==> src/rtl/lfr_pkg.sv <==
// Shared types and constants for the LED frame receiver.
// Used by lfr_ctrl, lfr_dp and led_frame_receiver; depends on nothing.
package lfr_pkg;

  localparam int LED_SLOTS   = 255;
  localparam int STORE_BYTES = LED_SLOTS * 3;
  localparam int IDX_W       = $clog2(STORE_BYTES);

  localparam logic [IDX_W-1:0] STORE_LAST = IDX_W'(STORE_BYTES - 1);

  // Event codes carried in the func field.
  localparam logic [2:0] FUNC_BYTE   = 3'd0;
  localparam logic [2:0] FUNC_TICK   = 3'd1;
  localparam logic [2:0] FUNC_UPDATE = 3'd2;
  localparam logic [2:0] FUNC_BLANK  = 3'd3;
  localparam logic [2:0] FUNC_READ   = 3'd4;

  // Parser phases, as reported in parse_state.
  localparam logic [2:0] PH_IDLE   = 3'd0;
  localparam logic [2:0] PH_GOT_R  = 3'd1;
  localparam logic [2:0] PH_GOT_G  = 3'd2;
  localparam logic [2:0] PH_TYPE   = 3'd3;
  localparam logic [2:0] PH_COLOUR = 3'd4;

  // Drive request codes.
  localparam logic [1:0] DRIVE_NONE  = 2'd0;
  localparam logic [1:0] DRIVE_STORE = 2'd1;
  localparam logic [1:0] DRIVE_DARK  = 2'd2;

  // Frame characters.
  localparam logic [7:0] CH_R = 8'h72;
  localparam logic [7:0] CH_G = 8'h67;
  localparam logic [7:0] CH_B = 8'h62;
  localparam logic [7:0] CH_C = 8'h63;

  localparam logic [15:0] TIMEOUT_RESET = 16'd250;

  // Register index on the configuration port.
  localparam logic REG_TIMEOUT = 1'b0;
  localparam int   PADDR_W     = 3;

  typedef struct packed {
    logic [2:0]       func;
    logic [7:0]       data_byte;
    logic [IDX_W-1:0] read_index;
  } item_t;

  typedef struct packed {
    logic [2:0] parse_state;
    logic       frame_loaded;
    logic       frame_done;
    logic       demo_request;
    logic [1:0] drive_request;
    logic [7:0] led_count;
    logic [7:0] read_data;
    logic       timed_out;
  } result_t;

  // Commands from the controller to the datapath.
  typedef struct packed {
    logic load;
    logic exec;
    logic clear_step;
    logic copy_step;
    logic read_cap;
    logic emit;
  } cmd_t;

  // Status from the datapath to the controller.
  typedef struct packed {
    logic need_copy;
    logic need_read;
    logic clear_last;
    logic copy_last;
    logic out_free;
  } status_t;

endpackage

==> src/rtl/lfr_ctrl.sv <==
// Sequencing state machine for the LED frame receiver.
// Depends on lfr_pkg; drives commands into lfr_dp and reads its status.
module lfr_ctrl (
  input  logic             clk,
  input  logic             rst,
  input  logic             item_valid,
  output logic             item_stall,
  input  lfr_pkg::status_t status,
  output lfr_pkg::cmd_t    cmd
);
  import lfr_pkg::*;

  typedef enum logic [2:0] {
    ST_CLEAR,
    ST_IDLE,
    ST_EXEC,
    ST_COPY,
    ST_DRAIN,
    ST_READ,
    ST_EMIT
  } state_t;

  state_t state;

  assign item_stall = (state != ST_IDLE);

  always_ff @(posedge clk) begin
    if (rst) begin
      state <= ST_CLEAR;
    end else begin
      unique case (state)
        ST_CLEAR: begin
          if (status.clear_last) state <= ST_IDLE;
        end
        ST_IDLE: begin
          if (item_valid) state <= ST_EXEC;
        end
        ST_EXEC: begin
          if (status.need_copy) state <= ST_COPY;
          else if (status.need_read) state <= ST_READ;
          else state <= ST_EMIT;
        end
        ST_COPY: begin
          if (status.copy_last) state <= ST_DRAIN;
        end
        ST_DRAIN: state <= ST_EMIT;
        ST_READ:  state <= ST_EMIT;
        ST_EMIT: begin
          if (status.out_free) state <= ST_IDLE;
        end
        default: state <= ST_IDLE;
      endcase
    end
  end

  always_comb begin
    cmd            = '0;
    cmd.load       = (state == ST_IDLE) && item_valid;
    cmd.exec       = (state == ST_EXEC);
    cmd.clear_step = (state == ST_CLEAR);
    cmd.copy_step  = (state == ST_COPY);
    cmd.read_cap   = (state == ST_READ);
    cmd.emit       = (state == ST_EMIT) && status.out_free;
  end

endmodule

==> config.mk <==
export PLATFORM = sky130hd
export DESIGN_NAME = lfr_ctrl
export DESIGN_NICKNAME = d
export VERILOG_FILES = /design/src/rtl/lfr_pkg.sv /design/src/rtl/lfr_ctrl.sv
export SDC_FILE = /design/constraint.sdc
export NUM_CORES = 1
export LEC_CHECK = 0
export ABC_AREA = 1
export BUFFER_PORTS_ARGS = -buffer_cell sky130_fd_sc_hd__buf_2
export CAP_MARGIN = 0
export CORE_AREA = 10 10 47 49
export CTS_BUF_LIST = sky130_fd_sc_hd__clkbuf_4 sky130_fd_sc_hd__clkbuf_8
export DETAILED_ROUTE_END_ITERATION = 8
export DIE_AREA = 0 0 57 59
export GPL_TIMING_DRIVEN = 0
export SLEW_MARGIN = 15
export SYNTH_ARGS = -nofsm -noshare
export SYNTH_HDL_FRONTEND = slang
export SYNTH_SLANG_ARGS = --single-unit
==> constraint.sdc <==
create_clock -name clk -period 1.4 [get_ports clk]
set_clock_uncertainty 0.15 [all_clocks]
set_input_delay 0.21 -clock clk [delete_from_list [all_inputs] [get_ports clk]]
set_output_delay 0.21 -clock clk [all_outputs]
set_load 0.03 [all_outputs]
; ---- After elaboration in Yosys (flattened, before gate mapping)
; Index checks and enable logic that the tools add are counted.
[op_classes]
eq_ne = 11
mux = 7
reduce_logical = 5
[op_table]
columns = cell, count
row1 = 3-bit one-hot mux with 6 select lines, 1
row2 = 3-bit two-way mux, 5
row3 = 3-bit equality test (second input constant), 3
row4 = 2-bit != test (second input constant), 4
row5 = 3-bit by 2-bit equality test with 1-bit output (second input constant), 2
row6 = 4-bit AND reduction, 1
row7 = 3-bit by 1-bit equality test with 1-bit output (second input constant), 1
row8 = 3-bit logical NOT, 1
row9 = 3-bit by 1-bit != test with 1-bit output (second input constant), 1
row10 = 1-bit logical AND, 2
row11 = 2-bit two-way mux, 1
row12 = 2-bit OR reduction, 1
[totals]
ff_bits = 3
output_inout_bits = 7

; ---- Depth between registers and ports, before layout
[logic_depth]
ltp_word = 3
depth_mapped = 8
ltp_nobuf = 7

; ---- Least setup slack after synthesis
; No wires, ideal clock.
[synth_path]
path_kind = register -> register
from = reg state[2]
to = reg state[0]
setup_ns = 0.070
arrival_ns = 1.481
t_required_ns = 1.180
path_slack_ns = -0.301
path_stages_with_launch = 7
path_cell_list = dfxtp_1 > buf_6 > nor3_1 > nor2_1 > nand2_1 > nand2_1 > a21oi_1
[synth_lines]
columns = element, line
row1 = start: declaration, lfr_ctrl.sv:23  ; state_t state;
row2 = start signal: assignment, lfr_ctrl.sv:29  ; state <= ST_CLEAR;
row3 = start signal: assignment, lfr_ctrl.sv:33  ; if (status.clear_last) state <= ST_IDLE;
row4 = start signal: assignment, lfr_ctrl.sv:36  ; if (item_valid) state <= ST_EXEC;

==> out/metrics.yaml <==
outcome:
  status: "finished with violations"
  violations: "setup timing"
die:
  die_x_um: 57
  die_h_um: 59
  coreArea_um2: 1400
  dieArea_um2: 3360
  rows: 14
  start_util: 0.203
  io_pins: 15
cts:
  cts_tree: "built"
  h-tree-depth: 1
  cts_sinks: 3
  worstSkewPairLatency_ns: 0.23
  cts-buffers-inserted: 3
  clock_path_buffers: 2
  cts.clk_slew.worst_paths_ns: 0.04
  cts_root_buf: "clkbuf_4"
setup_path:
  reg2reg_slack_ns: 0.10
  startpoint_type: "flop"
  endpoint: "cmd[5]"
  crit_type: "reg2out"
  reg2reg_from: "state[0]$_SDFFE_PP0P_"
  path_max_fanout: 8
  r2r-end: "state[1]$_SDFFE_PP0P_"
  worstPathArrival_ns: 1.06
  startpoint: "state[2]$_SDFFE_PP0P_"
  cp-end-kind: "output port"
  cp.required_ns: 1.04
  reg2reg_depth: 7
place:
  port-buffer-count: 14
  gp_congestion: 0.831
  hpwl_um: 633
  place_area_um2: 394
finish:
  top_regs: "state x3"
  utilization: 0.359
  diodes: 0
  largest_register_ffs: 3
  final_cell_mix: "nand2_1 (11), buf_2 (9), inv_1 (5), o21ai_0 (5)"
  layout_commonest_cell: "nand2_1"
  syn_to_final_growth_pct: 77.1
  fin_area_um2: 503
  largest_register: "state"
  drive_gt1_frac: 0.557
  nets: 79
logic_synthesis:
  ys_seq_area_frac: 0.211
  avgSynthCellArea_um2: 5.80
  synthCells: 49
  synth_top_area_frac: 0.211
  syn-cell-area_um2: 284
  synth_top_cell_by_area: "dfxtp_1"
  ys_ff_latch: 3
  synth_area_leaders: "dfxtp_1 (21%), nand2_1 (19%), o21ai_0 (8.8%)"
  syn-num-nets: 57
  yosysWarnings: 0
  ys_types: 13
job:
  max_cap_viol_count: 0
grt:
  antenna_found_initial: 0
  grt_pass1_vias: 374
  grt_pass1_wl_um: 1410
  grt_overflow: 0
  grt_max_degree: 9
  grtUsageTotal: 0.0526
detailed_routing:
  num_vias: 368
  antenna_left: 0
  drc_errors: 0
  wl_per_cell_um: 10.3
  drt_iter0_markers: 5
  firstDrtPassIters: 4
  viasPerCell: 4.28
  drt_wl_total_um: 886
timing:
  final_hold_viol_count: 0
  layout_setup_ws_ns: -0.0239
  finalSetupViolations: 4
  timing.final.crit_share: 1.02
  slew_headroom: 0.888
  worst_pin_slew_ns: 0.167
  maxSlewViolCount: 0
  period_minus_slack_ns: 1.42
  max_freq_mhz: 702
  rsz0062_at_grt: "true"
  setup_tns_ns: -0.0445
pwr:
  ir_worst_vdd_mv: 0.589
  leakagePower_nw: 0.257
  powerDensity_nw_per_um2: 1970
worst_hold_path:
  min_path_type: "in2reg"
==> metal layers <==
layer	up-vias	global-route usage	part of all wire
met3	0	0.0215	0.045
li1	195	-	-
met5	-	0	0
met4	0	0.0503	0
met1	163	0.0519	0.44
met2	10	0.0822	0.51
==> where the power goes <==
group	internal (W)	total [W]	switching, W	leakage [nW]
sequential	0.000125	0.000170	0.0000453	0.0261
combinational	0.000268	0.000653	0.000385	0.212
clock	0.000126	0.000168	0.0000418	0.0184
==> worst min-delay path by stage <==
stage / from / to / slack [ns] / cells past startpoint
2_1_floorplan: rst / state[0]$_SDFFE_PP0P_ / 0.13 / 1
3_3_place_gp: rst / state[1]$_SDFFE_PP0P_ / 0.25 / 2
3_5_place_dp: rst / state[1]$_SDFFE_PP0P_ / 0.25 / 2
4_1_cts: status[0] / state[2]$_SDFFE_PP0P_ / 0.18 / 4
5_1_grt: status[0] / state[2]$_SDFFE_PP0P_ / 0.23 / 4
6_report: status[0] / state[2]$_SDFFE_PP0P_ / 0.19 / 4
==> cell families (layout without fill, tap and decap cells) <==
| kind of cell | after synthesis | after routing | synth area share |
|---|---|---|---|
| AOI/OAI and AO/OA | 8 | 8 | 0.141 |
| buffers and inverters | 10 | 31 | 0.185 |
| DFF | 3 | 3 | 0.211 |
| and+or+nand+nor | 28 | 28 | 0.463 |
==> cell type report <==
cell class | count | area [um^2]
flip-flops and latches | 3 | 66.3
multi-input cells | 36 | 209
plain buffers | 2 | 26.3
inverters | 8 | 32.5
well taps | 16 | 20.0
fillers | 163 | 898
repair buffers | 17 | 119
clock buffers | 4 | 30.0
==> timing repair <==
item | 4_1_cts | 5_1_grt
hold buffers | 1 | 0
setup endpoints to repair | 7 | 8
endpoints found under the hold margin | 1 | 0
gates resized for setup | 16 | 5
pin swaps | 1 | 1
setup buffers | 1 | 0
gates cloned | 1 | 0
==> worst max-delay path: stages (launching register included) <==
cell	delay, ns
dfxtp_2	0.31
buf_8	0.13
nor2_4	0.10
nand2_2	0.08
nor2_4	0.08
buf_6	0.13
==> stage by stage <==
step	cells	worst slack [ns]	total power, W	hold slack, ns
3_3_place_gp	79	0.0765	0.000675	0.251
2_1_floorplan	49	-0.00887	0.000561	0.129
5_1_grt	86	-0.0966	0.00107	0.227
6_report	86	-0.0239	0.000990	0.188
3_5_place_dp	79	0.0689	0.000677	0.248
4_1_cts	86	-0.0264	0.000972	0.183
==> Yosys cell counts, drive strengths merged <==
| library cell | instances |
|---|---|
| a21oi | 3 |
| buf | 2 |
| dfxtp | 3 |
| inv | 8 |
| nand2 | 15 |
| nand3 | 3 |
| nor2 | 7 |
| nor3 | 3 |
| o21ai | 5 |
Power figures use the tool's default switching activity.
